<file path="src/rtl/fbrm_pkg.sv">
// ----------------------------------------------------------------------------
// fbrm_pkg
// Shared codes and types for the frame buffer rotation manager.
// ----------------------------------------------------------------------------
`default_nettype none

package fbrm_pkg;

	// word kinds
	localparam logic [1:0] KIND_EOF    = 2'd0;
	localparam logic [1:0] KIND_LOCK   = 2'd1;
	localparam logic [1:0] KIND_UNLOCK = 2'd2;
	localparam logic [1:0] KIND_STATUS = 2'd3;

	// owner codes
	localparam logic [1:0] OWNER_NONE    = 2'd0;
	localparam logic [1:0] OWNER_DECODER = 2'd1;
	localparam logic [1:0] OWNER_USB     = 2'd2;

	// buffer status codes
	localparam logic [2:0] ST_READY     = 3'd0;
	localparam logic [2:0] ST_CAPTURING = 3'd2;
	localparam logic [2:0] ST_UNUSED    = 3'd4;

	// configuration register indexes
	localparam logic [1:0] REG_SPLIT_COUNT   = 2'd0;
	localparam logic [1:0] REG_BUFFER_BASE   = 2'd1;
	localparam logic [1:0] REG_BUFFER_STRIDE = 2'd2;

	localparam logic [3:0]  SPLIT_RESET  = 4'd3;
	localparam logic [23:0] STRIDE_RESET = 24'd307200;

	typedef enum logic [1:0] {
		ALU_ADD = 2'd0,
		ALU_SUB = 2'd1,
		ALU_INC = 2'd2
	} alu_op_t;

	typedef struct packed {
		alu_op_t     op;
		logic [31:0] a;
		logic [31:0] b;
	} alu_req_t;

endpackage

`default_nettype wire

</file>
<file path="src/rtl/fbrm_alu.sv">
// ----------------------------------------------------------------------------
// fbrm_alu
// Shared 32-bit add/subtract/increment unit used by the sequencer for the
// sequence counter, the capture index search and the address shift-add.
// ----------------------------------------------------------------------------
`default_nettype none

module fbrm_alu
	import fbrm_pkg::*;
(
	input  wire alu_req_t    req,
	output logic [31:0]      y
);

	always_comb begin
		case (req.op)
			ALU_ADD: y = req.a + req.b;
			ALU_SUB: y = req.a - req.b;
			ALU_INC: y = req.a + 32'd1;
			default: y = req.a;
		endcase
	end

endmodule

`default_nettype wire

</file>
<file path="src/rtl/frame_buffer_rotation_manager.sv">
// ----------------------------------------------------------------------------
// frame_buffer_rotation_manager
// Rotates camera frame buffers between capture and two consumers.
// ----------------------------------------------------------------------------
// A word is taken when start is high and busy is low; busy then stays high
// until the word is finished, and done pulses for one cycle with the result,
// which the receiver must take in that cycle. All work runs on one shared
// 32-bit adder under a small sequencer: an evaluate step, then for an end
// of frame a capture index search (one increment or wrap subtract per cycle
// and a closing step that takes the index), then for every word one
// shift-add step per capture index bit to form the capture address.
// done rises the cycle after the last step.
// ----------------------------------------------------------------------------
`default_nettype none

module frame_buffer_rotation_manager
	import fbrm_pkg::*;
#(
	parameter int MAX_BUFFERS = 8
) (
	input  wire         clk,
	input  wire         arst_n,

	input  wire         wr_en,
	input  wire  [1:0]  wr_index,
	input  wire  [31:0] wr_data,

	input  wire         start,
	output logic        busy,
	input  wire  [1:0]  kind,
	input  wire         consumer,
	input  wire         update_current,
	input  wire  [1:0]  new_owner,

	output logic        done,
	output logic        granted,
	output logic [2:0]  capture_index,
	output logic [31:0] capture_address,
	output logic [2:0]  ready_index,
	output logic        current_valid,
	output logic [2:0]  current_index,
	output logic [31:0] current_sequence,
	output logic [2:0]  current_status,
	output logic [1:0]  busy_flags,
	output logic [1:0]  owner
);

	localparam int IW = (MAX_BUFFERS > 8) ? $clog2(MAX_BUFFERS) : 3;
	localparam int SW = IW + 1;
	localparam int BW = $clog2(IW);

	typedef enum logic [3:0] {
		S_IDLE = 4'b0001,
		S_EVAL = 4'b0010,
		S_SKIP = 4'b0100,
		S_ADDR = 4'b1000
	} state_t;

	state_t         state_q;

	// configuration
	logic [3:0]     split_q;
	logic [31:0]    base_q;
	logic [23:0]    stride_q;

	// rotation state
	logic [31:0]    seq_cnt_q;
	logic [IW-1:0]  cap_q;
	logic [IW-1:0]  ready_q;
	logic           ready_present_q;
	logic [IW-1:0]  cur_q;
	logic           cur_present_q;
	logic [31:0]    cur_seq_q;
	logic [1:0]     busy_bits_q;
	logic [1:0]     owner_q;

	// word in flight
	logic [1:0]     kind_q;
	logic           who_q;
	logic           upd_q;
	logic [1:0]     nowner_q;
	logic           granted_q;

	// search and address sequencing
	logic [SW-1:0]  cand_q;
	logic           first_q;
	logic [31:0]    acc_q;
	logic [BW-1:0]  bit_q;

	// result registers
	logic           done_q;
	logic           res_granted_q;
	logic [2:0]     res_cap_idx_q;
	logic [31:0]    res_cap_addr_q;
	logic [2:0]     res_ready_idx_q;
	logic           res_cur_valid_q;
	logic [2:0]     res_cur_idx_q;
	logic [31:0]    res_cur_seq_q;
	logic [2:0]     res_cur_status_q;
	logic [1:0]     res_busy_q;
	logic [1:0]     res_owner_q;

	logic [SW-1:0]  split_ext;
	logic [SW-1:0]  s_eff;
	logic           cand_ge_s;
	logic           excluded;
	logic [2:0]     st_cur;
	logic [2:0]     st_ready;
	logic           cap_in_range;
	logic [1:0]     who_mask;
	logic [1:0]     busy_after_unlock;
	logic           lock_ok;
	logic           last_bit;
	alu_req_t       alu_req;
	logic [31:0]    alu_y;

	fbrm_alu u_alu (
		.req (alu_req),
		.y   (alu_y)
	);

	assign busy = (state_q != S_IDLE);

	// clamp split count to 3..MAX_BUFFERS
	always_comb begin
		split_ext = SW'(split_q);
		if (split_ext < SW'(3))
			s_eff = SW'(3);
		else if (split_ext > SW'(MAX_BUFFERS))
			s_eff = SW'(MAX_BUFFERS);
		else
			s_eff = split_ext;
	end

	assign cand_ge_s    = (cand_q >= s_eff);
	assign excluded     = (cur_present_q && (cand_q[IW-1:0] == cur_q)) ||
	                      (cand_q[IW-1:0] == ready_q);
	assign cap_in_range = ({1'b0, cap_q} < s_eff);

	// only the capture buffer is ever stamped capturing, once a frame has ended
	always_comb begin
		if ({1'b0, cur_q} >= s_eff)
			st_cur = ST_UNUSED;
		else if (ready_present_q && (cur_q == cap_q))
			st_cur = ST_CAPTURING;
		else
			st_cur = ST_READY;
		if ({1'b0, ready_q} >= s_eff)
			st_ready = ST_UNUSED;
		else if (ready_present_q && (ready_q == cap_q))
			st_ready = ST_CAPTURING;
		else
			st_ready = ST_READY;
	end

	assign who_mask          = who_q ? 2'b10 : 2'b01;
	assign busy_after_unlock = busy_bits_q & ~who_mask;
	assign lock_ok           = (busy_bits_q == 2'b00) && cur_present_q &&
	                           (st_cur == ST_READY) &&
	                           !(who_q && (owner_q == OWNER_DECODER));
	assign last_bit          = (bit_q == BW'(IW - 1));

	always_comb begin
		alu_req.op = ALU_ADD;
		alu_req.a  = 32'd0;
		alu_req.b  = 32'd0;
		case (state_q)
			S_EVAL: begin
				alu_req.op = ALU_INC;
				alu_req.a  = seq_cnt_q;
			end
			S_SKIP: begin
				alu_req.a = 32'(cand_q);
				if (cand_ge_s) begin
					alu_req.op = ALU_SUB;
					alu_req.b  = 32'(s_eff);
				end else begin
					alu_req.op = ALU_INC;
				end
			end
			S_ADDR: begin
				alu_req.op = ALU_ADD;
				alu_req.a  = acc_q;
				alu_req.b  = cap_q[bit_q] ? (32'(stride_q) << bit_q) : 32'd0;
			end
			default: begin
				alu_req.op = ALU_ADD;
			end
		endcase
	end

	// configuration port
	always_ff @(posedge clk or negedge arst_n) begin
		if (!arst_n) begin
			split_q  <= SPLIT_RESET;
			base_q   <= 32'd0;
			stride_q <= STRIDE_RESET;
		end else if (wr_en) begin
			case (wr_index)
				REG_SPLIT_COUNT:   split_q  <= wr_data[3:0];
				REG_BUFFER_BASE:   base_q   <= wr_data;
				REG_BUFFER_STRIDE: stride_q <= wr_data[23:0];
				default: ;
			endcase
		end
	end

	// word capture
	always_ff @(posedge clk) begin
		if (start && !busy) begin
			kind_q   <= kind;
			who_q    <= consumer;
			upd_q    <= update_current;
			nowner_q <= new_owner;
		end
	end

	// sequencer and rotation state
	always_ff @(posedge clk or negedge arst_n) begin
		if (!arst_n) begin
			state_q         <= S_IDLE;
			seq_cnt_q       <= 32'd0;
			cap_q           <= '0;
			ready_q         <= '0;
			ready_present_q <= 1'b0;
			cur_q           <= '0;
			cur_present_q   <= 1'b0;
			cur_seq_q       <= 32'd0;
			busy_bits_q     <= 2'b00;
			owner_q         <= OWNER_NONE;
			granted_q       <= 1'b0;
			cand_q          <= '0;
			first_q         <= 1'b0;
			acc_q           <= 32'd0;
			bit_q           <= '0;
			done_q          <= 1'b0;
		end else begin
			done_q <= 1'b0;
			case (state_q)
				S_IDLE: begin
					if (start) begin
						state_q <= S_EVAL;
					end
				end
				S_EVAL: begin
					granted_q <= 1'b0;
					acc_q     <= base_q;
					bit_q     <= '0;
					state_q   <= S_ADDR;
					case (kind_q)
						KIND_EOF: begin
							seq_cnt_q       <= alu_y;
							ready_q         <= cap_q;
							ready_present_q <= 1'b1;
							if ((busy_bits_q == 2'b00) && cap_in_range) begin
								cur_q         <= cap_q;
								cur_present_q <= 1'b1;
								cur_seq_q     <= alu_y;
							end
							cand_q  <= SW'(cap_q);
							first_q <= 1'b1;
							state_q <= S_SKIP;
						end
						KIND_LOCK: begin
							if (lock_ok) begin
								granted_q   <= 1'b1;
								busy_bits_q <= busy_bits_q | who_mask;
							end
						end
						KIND_UNLOCK: begin
							if (ready_present_q) begin
								busy_bits_q <= busy_after_unlock;
								owner_q     <= nowner_q;
								// ready buffer carries the latest sequence number
								if (upd_q && (st_ready == ST_READY) &&
								    (busy_after_unlock == 2'b00)) begin
									cur_q         <= ready_q;
									cur_present_q <= 1'b1;
									cur_seq_q     <= seq_cnt_q;
								end
							end
						end
						default: ;
					endcase
				end
				S_SKIP: begin
					// wrap first, then step past current and ready
					if (cand_ge_s) begin
						cand_q <= alu_y[SW-1:0];
					end else if (first_q || excluded) begin
						cand_q  <= alu_y[SW-1:0];
						first_q <= 1'b0;
					end else begin
						cap_q   <= cand_q[IW-1:0];
						acc_q   <= base_q;
						bit_q   <= '0;
						state_q <= S_ADDR;
					end
				end
				S_ADDR: begin
					acc_q <= alu_y;
					bit_q <= bit_q + BW'(1);
					if (last_bit) begin
						done_q  <= 1'b1;
						state_q <= S_IDLE;
					end
				end
				default: begin
					state_q <= S_IDLE;
				end
			endcase
		end
	end

	// result words
	always_ff @(posedge clk) begin
		if ((state_q == S_ADDR) && last_bit) begin
			res_granted_q    <= granted_q;
			res_cap_idx_q    <= cap_q[2:0];
			res_cap_addr_q   <= alu_y;
			res_ready_idx_q  <= ready_q[2:0];
			res_cur_valid_q  <= cur_present_q;
			res_cur_idx_q    <= cur_present_q ? cur_q[2:0] : 3'd0;
			res_cur_seq_q    <= cur_present_q ? cur_seq_q : 32'd0;
			res_cur_status_q <= cur_present_q ? st_cur : ST_UNUSED;
			res_busy_q       <= busy_bits_q;
			res_owner_q      <= owner_q;
		end
	end

	assign done             = done_q;
	assign granted          = res_granted_q;
	assign capture_index    = res_cap_idx_q;
	assign capture_address  = res_cap_addr_q;
	assign ready_index      = res_ready_idx_q;
	assign current_valid    = res_cur_valid_q;
	assign current_index    = res_cur_idx_q;
	assign current_sequence = res_cur_seq_q;
	assign current_status   = res_cur_status_q;
	assign busy_flags       = res_busy_q;
	assign owner            = res_owner_q;

	// a result only follows the last address step
	a_done_after_addr: assert property (@(posedge clk) disable iff (!arst_n)
		done_q |-> $past(state_q == S_ADDR))
		else $error("done without a finished address step");

	// locks are exclusive
	a_busy_exclusive: assert property (@(posedge clk) disable iff (!arst_n)
		$onehot0(busy_bits_q))
		else $error("both consumers hold a lock");

	// capture never lands on the current buffer
	a_cap_not_current: assert property (@(posedge clk) disable iff (!arst_n)
		(cur_present_q && (state_q == S_IDLE)) |-> (cap_q != cur_q))
		else $error("capture index equals current index");

	// a taken word always leads to evaluation
	a_start_eval: assert property (@(posedge clk) disable iff (!arst_n)
		(start && !busy) |=> (state_q == S_EVAL))
		else $error("accepted word not evaluated");

endmodule

`default_nettype wire
</file>
<file path="config.mk">
export PLATFORM = sky130hd
export DESIGN_NAME = frame_buffer_rotation_manager
export DESIGN_NICKNAME = d
export VERILOG_FILES = /design/src/rtl/fbrm_pkg.sv /design/src/rtl/fbrm_alu.sv /design/src/rtl/frame_buffer_rotation_manager.sv
export SDC_FILE = /design/constraint.sdc
export NUM_CORES = 1
export LEC_CHECK = 0
export BUFFER_PORTS_ARGS = -buffer_cell sky130_fd_sc_hd__buf_2
export CAP_MARGIN = 20
export CORE_AREA = 2 2 228 252
export DETAILED_ROUTE_END_ITERATION = 12
export DIE_AREA = 0 0 230 254
export PLACE_DENSITY = 0.42
export SLEW_MARGIN = 20
export SYNTH_ARGS = -nofsm -noshare
export SYNTH_HDL_FRONTEND = slang
export SYNTH_HIERARCHICAL = 1
export SYNTH_SLANG_ARGS = --single-unit
</file>
<file path="constraint.sdc">
create_clock -name clk -period 17.05 [get_ports clk]
set_clock_uncertainty 0.15 [all_clocks]
set_input_delay 2.5575 -clock clk [delete_from_list [all_inputs] [get_ports clk]]
set_output_delay 2.5575 -clock clk [all_outputs]
set_load 0.02 [all_outputs]
</file>
Yosys cells after proc, flatten, opt, wreduce, memory -nomap -nowiden. Cells that the tools add are included.

Multiplexer cells: 55. Magnitude comparators: 7. Eq/ne operators: 28. Reduce and logical (&&, ||, !) cells: 39. Shift operators: 1. Bitwise gates (word level): 5. Add/subtract/negate cells: 4.

Operator list (number): case mux 32 bit (3 select lines) (3); 2-to-1 mux 32 bit (6); case mux 32 bit (2 select lines) (2); 2-to-1 mux 4 bit (11); adder 32 x 1 -> 32 bit (second input constant) (1); adder 32 bit (1); << shifter 24 x 2 -> 32 bit (1); subtractor 32 bit (1); != test 2 bit (second input constant) (9); 2-to-1 mux 2 bit (8); case mux 4 bit (4 select lines) (1); 2-to-1 mux 3 bit (5); equality test 3 bit (4); logical AND 1 bit (12); AND reduction 3 bit (4); AND reduction 4 bit (3); 2-to-1 mux 1 bit (11); zero test 2 bit (5); equality test 2 x 1 -> 1 bit (second input constant) (4); equality test 2 bit (second input constant) (4); >= comparator 3 x 4 -> 1 bit (2); case mux 2 bit (2 select lines) (2); case mux 4 bit (2 select lines) (1); AND reduction 2 bit (4); other kinds (27) (34).

Flip-flop bits (word level): 272. Logic and storage cells: 172. Output and inout bits: 84. Input port bits: 44.

Longest topological paths before layout. Gate-level depths: netlist (run 1).

Depth in word-level cells: 11. Gate-level depth with buffers: 30. Mapped depth without buffers: 30.

Modules after synthesis. The synthesis (run 1) kept the hierarchy.

Modules (own cells, without submodules): frame_buffer_rotation_manager (instances 1, sequential area each 7225.7 µm², cells an instance 960, area each 12300.5 µm²); fbrm_alu (instances 1, sequential area each 0.0 µm², cells an instance 523, area each 3185.6 µm²).

Worst setup path before layout (run 1). No wires, ideal clock.

Path type: register to register. Start: reg split_q[0] (netlist: split_ext[0]). End: reg cur_seq_q[31]. Path buffers: 0. Arrival: 6.416 ns. Clock period less this slack: 6.694 ns. Path slack: 10.356 ns. Library setup time: 0.127 ns. Required time: 16.773 ns. Cell stages (with the launch flop): 27. Cells stage by stage: dfstp_2 nor2b_1 nor2_1 ha_1 nand2b_1 a2111oi_2 nor3b_4 a32o_1 inv_1 ha_1 or4b_2 nor2_1 nand4bb_4 or4_1 or3_4 nor3_2 mux2i_1 o21ai_0 ha_1 and3_1 and2_1 nand3_1 a2111oi_0 a211oi_1 xnor2_1 mux2_2 mux2_1.

RTL lines: start: declaration (RTL line frame_buffer_rotation_manager.sv:62) `logic [3:0] split_q;`; start signal: assignment (RTL line frame_buffer_rotation_manager.sv:200) `REG_SPLIT_COUNT: split_q <= wr_data[3:0];`; end signal: assignment (RTL line frame_buffer_rotation_manager.sv:258) `cur_seq_q <= alu_y;`; end signal: assignment (RTL line frame_buffer_rotation_manager.sv:279) `cur_seq_q <= seq_cnt_q;`; end: declaration (RTL line frame_buffer_rotation_manager.sv:73) `logic [31:0] cur_seq_q;`.

==> results of run 1 <==
-- worst register-to-register path, delay by kind of cell (launching register included) --
| family | cells | cell delay [ns] |
|---|---|---|
| multiplexers | 2 | 0.57 |
| AND/OR/NAND/NOR | 12 | 2.91 |
| XOR/XNOR | 1 | 0.19 |
| flip-flops | 1 | 0.53 |
| adder cells (fa/ha/maj) | 3 | 0.96 |
| AO/OA/AOI/OAI | 9 | 2.19 |
| buffers and inverters | 1 | 0.06 |
-- metal layers --
layer	track usage, %	vias to the layer above	share of wire (%)
met5	0	-	0.063
met4	4.68	4	2.4
met3	2.03	68	3.6
met2	26.4	201	50
met1	18.8	5621	44
li1	-	5586	-
-- cells by family after synthesis --
group | after synthesis | synth area share [%]
other | 1 | 0.0242
flip-flops | 271 | 46.7
buffers and inverters | 116 | 3.05
adder cells (fa/ha/maj) | 54 | 4.41
multiplexers | 210 | 16.4
XOR/XNOR | 34 | 1.92
AO/OA/AOI/OAI | 267 | 11.2
AND/OR/NAND/NOR | 530 | 16.4
-- placed cells by master, fill, tap and decap left out, types with 6 or more instances in the layout --
master and n:
sky130_fd_sc_hd__or3_1 6, sky130_fd_sc_hd__o21ai_0 88, sky130_fd_sc_hd__xor2_1 13, sky130_fd_sc_hd__a22o_1 28
sky130_fd_sc_hd__o21bai_1 9, sky130_fd_sc_hd__and2_1 38, sky130_fd_sc_hd__clkbuf_16 31, sky130_fd_sc_hd__dfstp_2 7
sky130_fd_sc_hd__nand2b_1 9, sky130_fd_sc_hd__bufinv_16 6, sky130_fd_sc_hd__nor2_1 63, sky130_fd_sc_hd__mux2i_1 22
sky130_fd_sc_hd__dfrtp_1 177, sky130_fd_sc_hd__inv_1 34, sky130_fd_sc_hd__ha_1 52, sky130_fd_sc_hd__nand2_1 289
sky130_fd_sc_hd__buf_4 21, sky130_fd_sc_hd__o21a_1 6, sky130_fd_sc_hd__buf_2 125, sky130_fd_sc_hd__nor3_1 26
sky130_fd_sc_hd__a21o_1 11, sky130_fd_sc_hd__o31ai_1 6, sky130_fd_sc_hd__nand3_1 16, sky130_fd_sc_hd__and3_1 25
sky130_fd_sc_hd__a31oi_1 14, sky130_fd_sc_hd__mux2_2 121, sky130_fd_sc_hd__edfxtp_1 87, sky130_fd_sc_hd__xnor2_1 21
sky130_fd_sc_hd__a21oi_1 53, sky130_fd_sc_hd__clkbuf_8 7, sky130_fd_sc_hd__mux4_2 18, sky130_fd_sc_hd__conb_1 31
sky130_fd_sc_hd__a211oi_1 14, sky130_fd_sc_hd__mux2_1 49, sky130_fd_sc_hd__or4_1 7
-- report_power, final --
group	total [uW]	internal, uW	switching, uW
clock	740	451	289
combinational	692	303	389
sequential	901	811	89.5
total	2330	1570	767
-- state kept, by name, summed over array words and instances, names as in the netlist, 4 cells and up, named ones only --
register          flops
acc_q                32
base_q               32
capture_address      32
cur_seq_q            32
current_sequence     32
seq_cnt_q            32
stride_q             24
cand_q                4
split_ext             4
state_q               4
-- worst min-delay path by stage --
stage / start / end / slack (ns)
floorplan: cap_q[0] / capture_index[0] / 0.27
finish: owner_q[0] / owner[0] / 0.32
global route: cur_seq_q[12] / cur_seq_q[12] / 0.35
global placement: cur_seq_q[24] / cur_seq_q[24] / 0.31
CTS: cur_seq_q[22] / cur_seq_q[22] / 0.33
detailed placement: cur_seq_q[20] / cur_seq_q[20] / 0.32
-- area by class of cell --
cell class                 instances  share of cell area, %
sequential                       271                   39.8
timing repair buffer             147                   4.39
tap                              744                   5.13
clock buffer                      39                   4.77
multi-input combinational       1126                   43.7
inverter                          36                  0.744
clock inverter                    19                   1.48
-- stage by stage --
stage	power [uW]	worst slack [ns]	cells	util [%]
2_1_floorplan	1420	10.36	1513	-
3_3_place_gp	1600	9.56	2324	30.5
3_5_place_dp	1620	9.42	2324	30.5
4_1_cts	2370	9.39	2382	32.5
5_1_grt	2490	8.79	2382	32.5
6_report	2330	9.37	2382	32.5
==> impl_results.md, run 1 <==
- Stages on the worst setup path: 28
- Count of input and output buffers: 126
- Global Route Usage Sum: 14.9%
- Syn avg cell area: 10.4 um^2
- Total number of vias: 11500
- Fmax achieved: 130 MHz
- Clock sink count: 271
- Number of buffers between clock root and the deepest sink: 3
- Library cell with the highest instance count after synthesis: sky130_fd_sc_hd__nand2_1
- Seq. cell area: 7230 um^2
- Maximum ir drop on the vdd rail: 81.0 uV
- Clock Tree Root: sky130_fd_sc_hd__clkbuf_16
- Layout cells sized above 1: 22.9%
- Congestion Overflow GR: 0
- Cells after Synth: 1483
- Standard-cell rows: 91
- Number of nets still failing antenna checks after routing: 0
- Worst setup path endpoint: cur_seq_q[31]
- Area of the multi-input gates: 7930 um^2
- Via count normalized by instance count: 4.82
- Initial core utilization: 27.8%
- Worst path arrival time: 8.00 ns
- Count of distinct cell types in the synthesized netlist: 78
- Setup repair after global routing missed its margin: no
- Hold-critical path depth: 0
- Post-layout net count: 1711
- CP max stage cell: sky130_fd_sc_hd__or4b_2
- Static leakage: 0.00798 uW
- Predominant post-synthesis flop cell: sky130_fd_sc_hd__dfrtp_1
- Resize count post-CTS: 0
- I/O pins: 128
- Power Dens Cells: 129 nW/um^2
- Sum of negative setup slack: 0 ns
- Warnings, synthesis: 6
- CTS tree: done
- DIE AREA: 58400 um^2
- First-pass GRT wire length: 69.0 mm
- Wirelength, routed: 43.2 mm
- Pre-antenna DRT Iters: 5
- Setup slack of the worst register-to-register path: 9.37 ns
- Combined buffer and inverter count along the critical path: 1
- Largest net degree at the start of global routing: 76
- Final min period: 7.68 ns
- Period utilization: 45.0%
- Synth async-reset ratio: 67.9%
- Peak fanout along the critical path: 11
- Post-synthesis instance area: 15500 um^2
- Crit Path Category: reg2reg
- Hold slack final: 0.323 ns
- TritonCTS buffer count: 31
- Hold violation total from the final report: 0
- Postcts setup bufs: 0
- Terminus of the critical flop-to-flop path: cur_seq_q[31]
- Proportion of netlist area held by the largest area contributor: 28.6%
- #FFs+latches synth: 271
- Dominant cells by area after synthesis: sky130_fd_sc_hd__dfrtp_1 (29%), sky130_fd_sc_hd__edfxtp_1 (17%), sky130_fd_sc_hd__mux2_2 (8.8%)
- Core outline area: 55800 um^2
- Kind of end point of the critical path: flop
- DRC violations left: 0
- Maximum capacitance violations: 0
- Number of enable-type register cells in the synthesized netlist: 87
- Crit path largest cell delay: 0.69 ns
- Number of antenna violations at the first check in global routing: 2
- Number of endpoints failing setup at the final stage: 0
- Sequential area share after synthesis: 46.7%
- Global placement routability congestion: 0.856
- Height of the chip: 254 um
- Worst hold-check path type: reg2reg
- Max-slew violation count: 0
- Half-perimeter wire length after detailed placement: 30.2 mm
- Startpoint Class: flop
- Reg-to-Reg Start: split_ext[0]
- Htree depth: 1
- Cell type group with the largest total delay on the critical path: simple AND/OR/NAND/NOR gates
- Violation count after the first detailed-routing iteration: 758
- Top cells by count, synth: sky130_fd_sc_hd__nand2_1 (289), sky130_fd_sc_hd__dfrtp_1 (177), sky130_fd_sc_hd__mux2_2 (121), sky130_fd_sc_hd__o21ai_0 (88), sky130_fd_sc_hd__edfxtp_1 (87)
- Slew at the pin with the worst max-slew slack: 0.926 ns
- Tightest slew margin relative to the limit: 38.1%
- Via count of the first global-routing pass: 11900
- Wire length per cell after detailed routing: 18.1 um
- Layout filler cell count: 5756
- Non-Filler Cell Area, Final: 18200 um^2
- Worst Reg-to-Reg Cells: 28
- Hold-fix buffers at CTS: 0
- Worst setup path startpoint: split_ext[0]
- Outcome: finished, final reports clean
- Latest clock arrival within the worst-skew pair: 0.59 ns
- Largest area contributor in the netlist: sky130_fd_sc_hd__dfrtp_1
- Post-CTS clock slew at the launch and capture registers of the worst setup and hold paths: 0.06 ns
- Required arrival time at the worst endpoint: 17.37 ns
- Area Growth Syn to Fin: 17.2%
- Diodes inserted: 0
- Die Wd: 230 um
- Post-placement cell area: 17000 um^2
Note: power is estimated with default switching activity, not from simulation.
==> inputs of run 2 (changes only) <==
--- a/config.mk
+++ b/config.mk
@@ -10,7 +10,7 @@
 export CORE_AREA = 2 2 228 252
 export DETAILED_ROUTE_END_ITERATION = 12
 export DIE_AREA = 0 0 230 254
-export PLACE_DENSITY = 0.42
+export PLACE_DENSITY = 0.44
 export SLEW_MARGIN = 20
 export SYNTH_ARGS = -nofsm -noshare
 export SYNTH_HDL_FRONTEND = slang
==> constraint.sdc (replaced) <==
create_clock -name clk -period 6.6 [get_ports clk]
set_clock_uncertainty 0.15 [all_clocks]
set_input_delay 0.99 -clock clk [delete_from_list [all_inputs] [get_ports clk]]
set_output_delay 0.99 -clock clk [all_outputs]
set_load 0.02 [all_outputs]
==> impl_results.md, run 2 (synthesized netlist as in run 1, its figures left out) <==
- Most Frequent Cell on Critical Path: sky130_fd_sc_hd__buf_4
- Most common cell after layout, fill and taps aside: sky130_fd_sc_hd__nand2_1
- Final min period: 6.33 ns (-1.35 ns)
- Required arrival time at the worst endpoint: 6.93 ns (-10.44 ns)
- Count of input and output buffers: 126 (unchanged)
- Number of nets still failing antenna checks after routing: 0 (unchanged)
- Global Route Usage Sum: 15.1% (+0.12 points)
- Setup repair after global routing missed its margin: yes
- Diodes inserted: 0 (unchanged)
- Global placement routability congestion: 0.868 (+1.4%)
- Seq. cell area: 7230 um^2 (unchanged)
- Commonest cells after routing, fill and taps aside: sky130_fd_sc_hd__nand2_1 (287), sky130_fd_sc_hd__dfrtp_1 (177), sky130_fd_sc_hd__buf_2 (125)
- Via count normalized by instance count: 4.72 (-2.1%)
- Crit path largest cell delay: 0.53 ns (-0.16 ns)
- Proportion of power drawn by the clock network: 29.0% (-2.7 points)
- CP max stage cell: sky130_fd_sc_hd__dfstp_2
- Post-CTS clock slew at the launch and capture registers of the worst setup and hold paths: 0.07 ns (about the same)
- Internal Dissipation: 4150 uW (+170%)
- Worst path arrival time: 6.65 ns (-1.35 ns)
- Slew at the pin with the worst max-slew slack: 1.08 ns (+0.157 ns)
- Maximum ir drop on the vdd rail: 189 uV (+130%)
- Htree depth: 1 (unchanged)
- CTS tree: done
- Initial core utilization: 27.8% (unchanged)
- Maximum capacitance violations: 0 (unchanged)
- DIE AREA: 58400 um^2 (unchanged)
- Hold violation total from the final report: 0 (unchanged)
- Height of the chip: 254 um (unchanged)
- Core outline area: 55800 um^2 (unchanged)
- DRC violations left: 0 (unchanged)
- Period utilization: 95.9% (+51 points)
- Outcome: finished, final reports clean
- Static leakage: 0.00849 uW (+6.4%)
- Max-slew violation count: 0 (unchanged)
- Wire length per cell after detailed routing: 17.8 um (-1.7%)
- Tightest slew margin relative to the limit: 27.6% (-11 points)
- Switch share: 32.8% (-0.091 points)
- Fmax achieved: 158 MHz (+21%)
- Via count of the first global-routing pass: 12000 (+0.77%)
- Layout filler cell count: 5722 (-0.59%)
- Post-layout total power: 6180 uW (+170%)
- Pre-antenna DRT Iters: 5 (unchanged)
- TritonCTS buffer count: 30 (-3.2%)
- Number of antenna violations at the first check in global routing: 1 (-1)
- Standard-cell rows: 91 (unchanged)
- Layout cells sized above 1: 28.7% (+5.8 points)
- Clock Tree Root: sky130_fd_sc_hd__clkbuf_16
- Hold slack final: 0.308 ns (-0.0153 ns)
- Crit Path Category: reg2reg
- Clock sink count: 271 (unchanged)
- Startpoint Class: flop
- Reg power frac: 37.9% (-0.7 points)
- First-pass GRT wire length: 69.2 mm (+0.32%)
- Total number of vias: 11700 (+2.1%)
- Violation count after the first detailed-routing iteration: 745 (-1.7%)
- Wirelength, routed: 44.3 mm (+2.5%)
- Kind of end point of the critical path: flop
- Post-placement cell area: 17800 um^2 (+4.6%)
- Half-perimeter wire length after detailed placement: 31.6 mm (+4.8%)
- Power Dens Cells: 325 nW/um^2 (+150%)
- Area Growth Syn to Fin: 23.0%
- Sum of negative setup slack: 0 ns (unchanged)
- Non-Filler Cell Area, Final: 19000 um^2 (+4.9%)
- Hold-fix buffers at CTS: 0 (unchanged)
- Die Wd: 230 um (unchanged)
- Worst-case setup slack after placement: -0.127 ns (-9.55 ns)
- Switching component of the power: 2030 uW (+160%)
- Part of the total power dissipated in combinational logic: 33.0% (+3.3 points)
- Largest net degree at the start of global routing: 97 (+28%)
- Post-layout worst setup margin: 0.273 ns (-9.10 ns)
- Post-layout net count: 1814 (+6.0%)
- Latest clock arrival within the worst-skew pair: 0.60 ns (about the same)
- Number of endpoints failing setup at the final stage: 0 (unchanged)
- Peak fanout along the critical path: 4 (-7)
- Congestion Overflow GR: 0 (unchanged)
- I/O pins: 128 (unchanged)
- Number of buffers between clock root and the deepest sink: 3 (unchanged)
- Area of the multi-input gates: 8120 um^2 (+2.4%)
- Worst hold-check path type: in2async
run 2: cell count changes in the layout (fill, tap and decap cells not counted), sizes merged:
cell      delta
clkinvlp     -3
clkinv       +1
buf        +104
clkbuf       +3
inv          -3
run 2: stage by stage:
step	cells	utilization, %
global route	2484	34.1
CTS	2478	33.7
detailed placement	2422	31.9
finish	2484	34.1
global placement	2422	31.9
floorplan	1513	-
run 2: repair_timing:
item                                    4_1_cts  5_1_grt
setup buffers                                 0        6
hold endpoints to repair                      0        0
endpoints found under the setup margin        5       41
pin swaps                                     2       13
resized for setup                             5       51
run 2: per-layer routing:
metal / vias up / GRT usage, % / share of wire (%) / wire length [um]
met4: 2 / 4.41 / 2.4 / 1070
met1: 5690 / 19.4 / 45 / 19900
met3: 66 / 1.82 / 3.3 / 1450
li1: 5788 / - / - / -
met2: 180 / 26.4 / 49 / 21900
met5: - / 0 / 0.027 / 12
run 2: worst paths after layout:
path                       slack, ns  cells past startpoint    startpoint       endpoint
max                             0.27                     29  split_ext[0]  cur_seq_q[29]
min                             0.31                      1        arst_n     base_q[18]
max reg2reg                     0.27                     29  split_ext[0]  cur_seq_q[29]
min reg2reg                     0.31                      0     granted_q        granted
max in group asynchronous       4.97                      2        arst_n   seq_cnt_q[4]
min in group clk                0.31                      0     granted_q        granted
run 2: power groups by stage:
| stage | combinational (uW) | clock [uW] | sequential, uW |
|---|---|---|---|
| finish | 2040 | 1790 | 2350 |
| global route | 2280 | 1920 | 2390 |
| CTS | 2030 | 1860 | 2350 |
| detailed placement | 2020 | 0 | 2380 |
| global placement | 2000 | 0 | 2370 |
| floorplan | 1390 | 0 | 2280 |
run 2: critical path, delay by kind of cell, from the launching register on:
family | cells | cell delay (ns)
compound gates | 11 | 2.10
fa+ha+maj | 3 | 0.72
buf+inv | 5 | 0.73
flops | 1 | 0.53
mux | 2 | 0.54
simple gates | 8 | 1.43
run 2: final cells by class:
type | count | area share [%]
Clock inverter | 14 | 1.20
Sequential cell | 271 | 37.9
Multi-Input combinational cell | 1126 | 42.6
Timing Repair Buffer | 251 | 8.46
Clock buffer | 42 | 4.18
Inverter | 36 | 0.710
Tap cell | 744 | 4.89
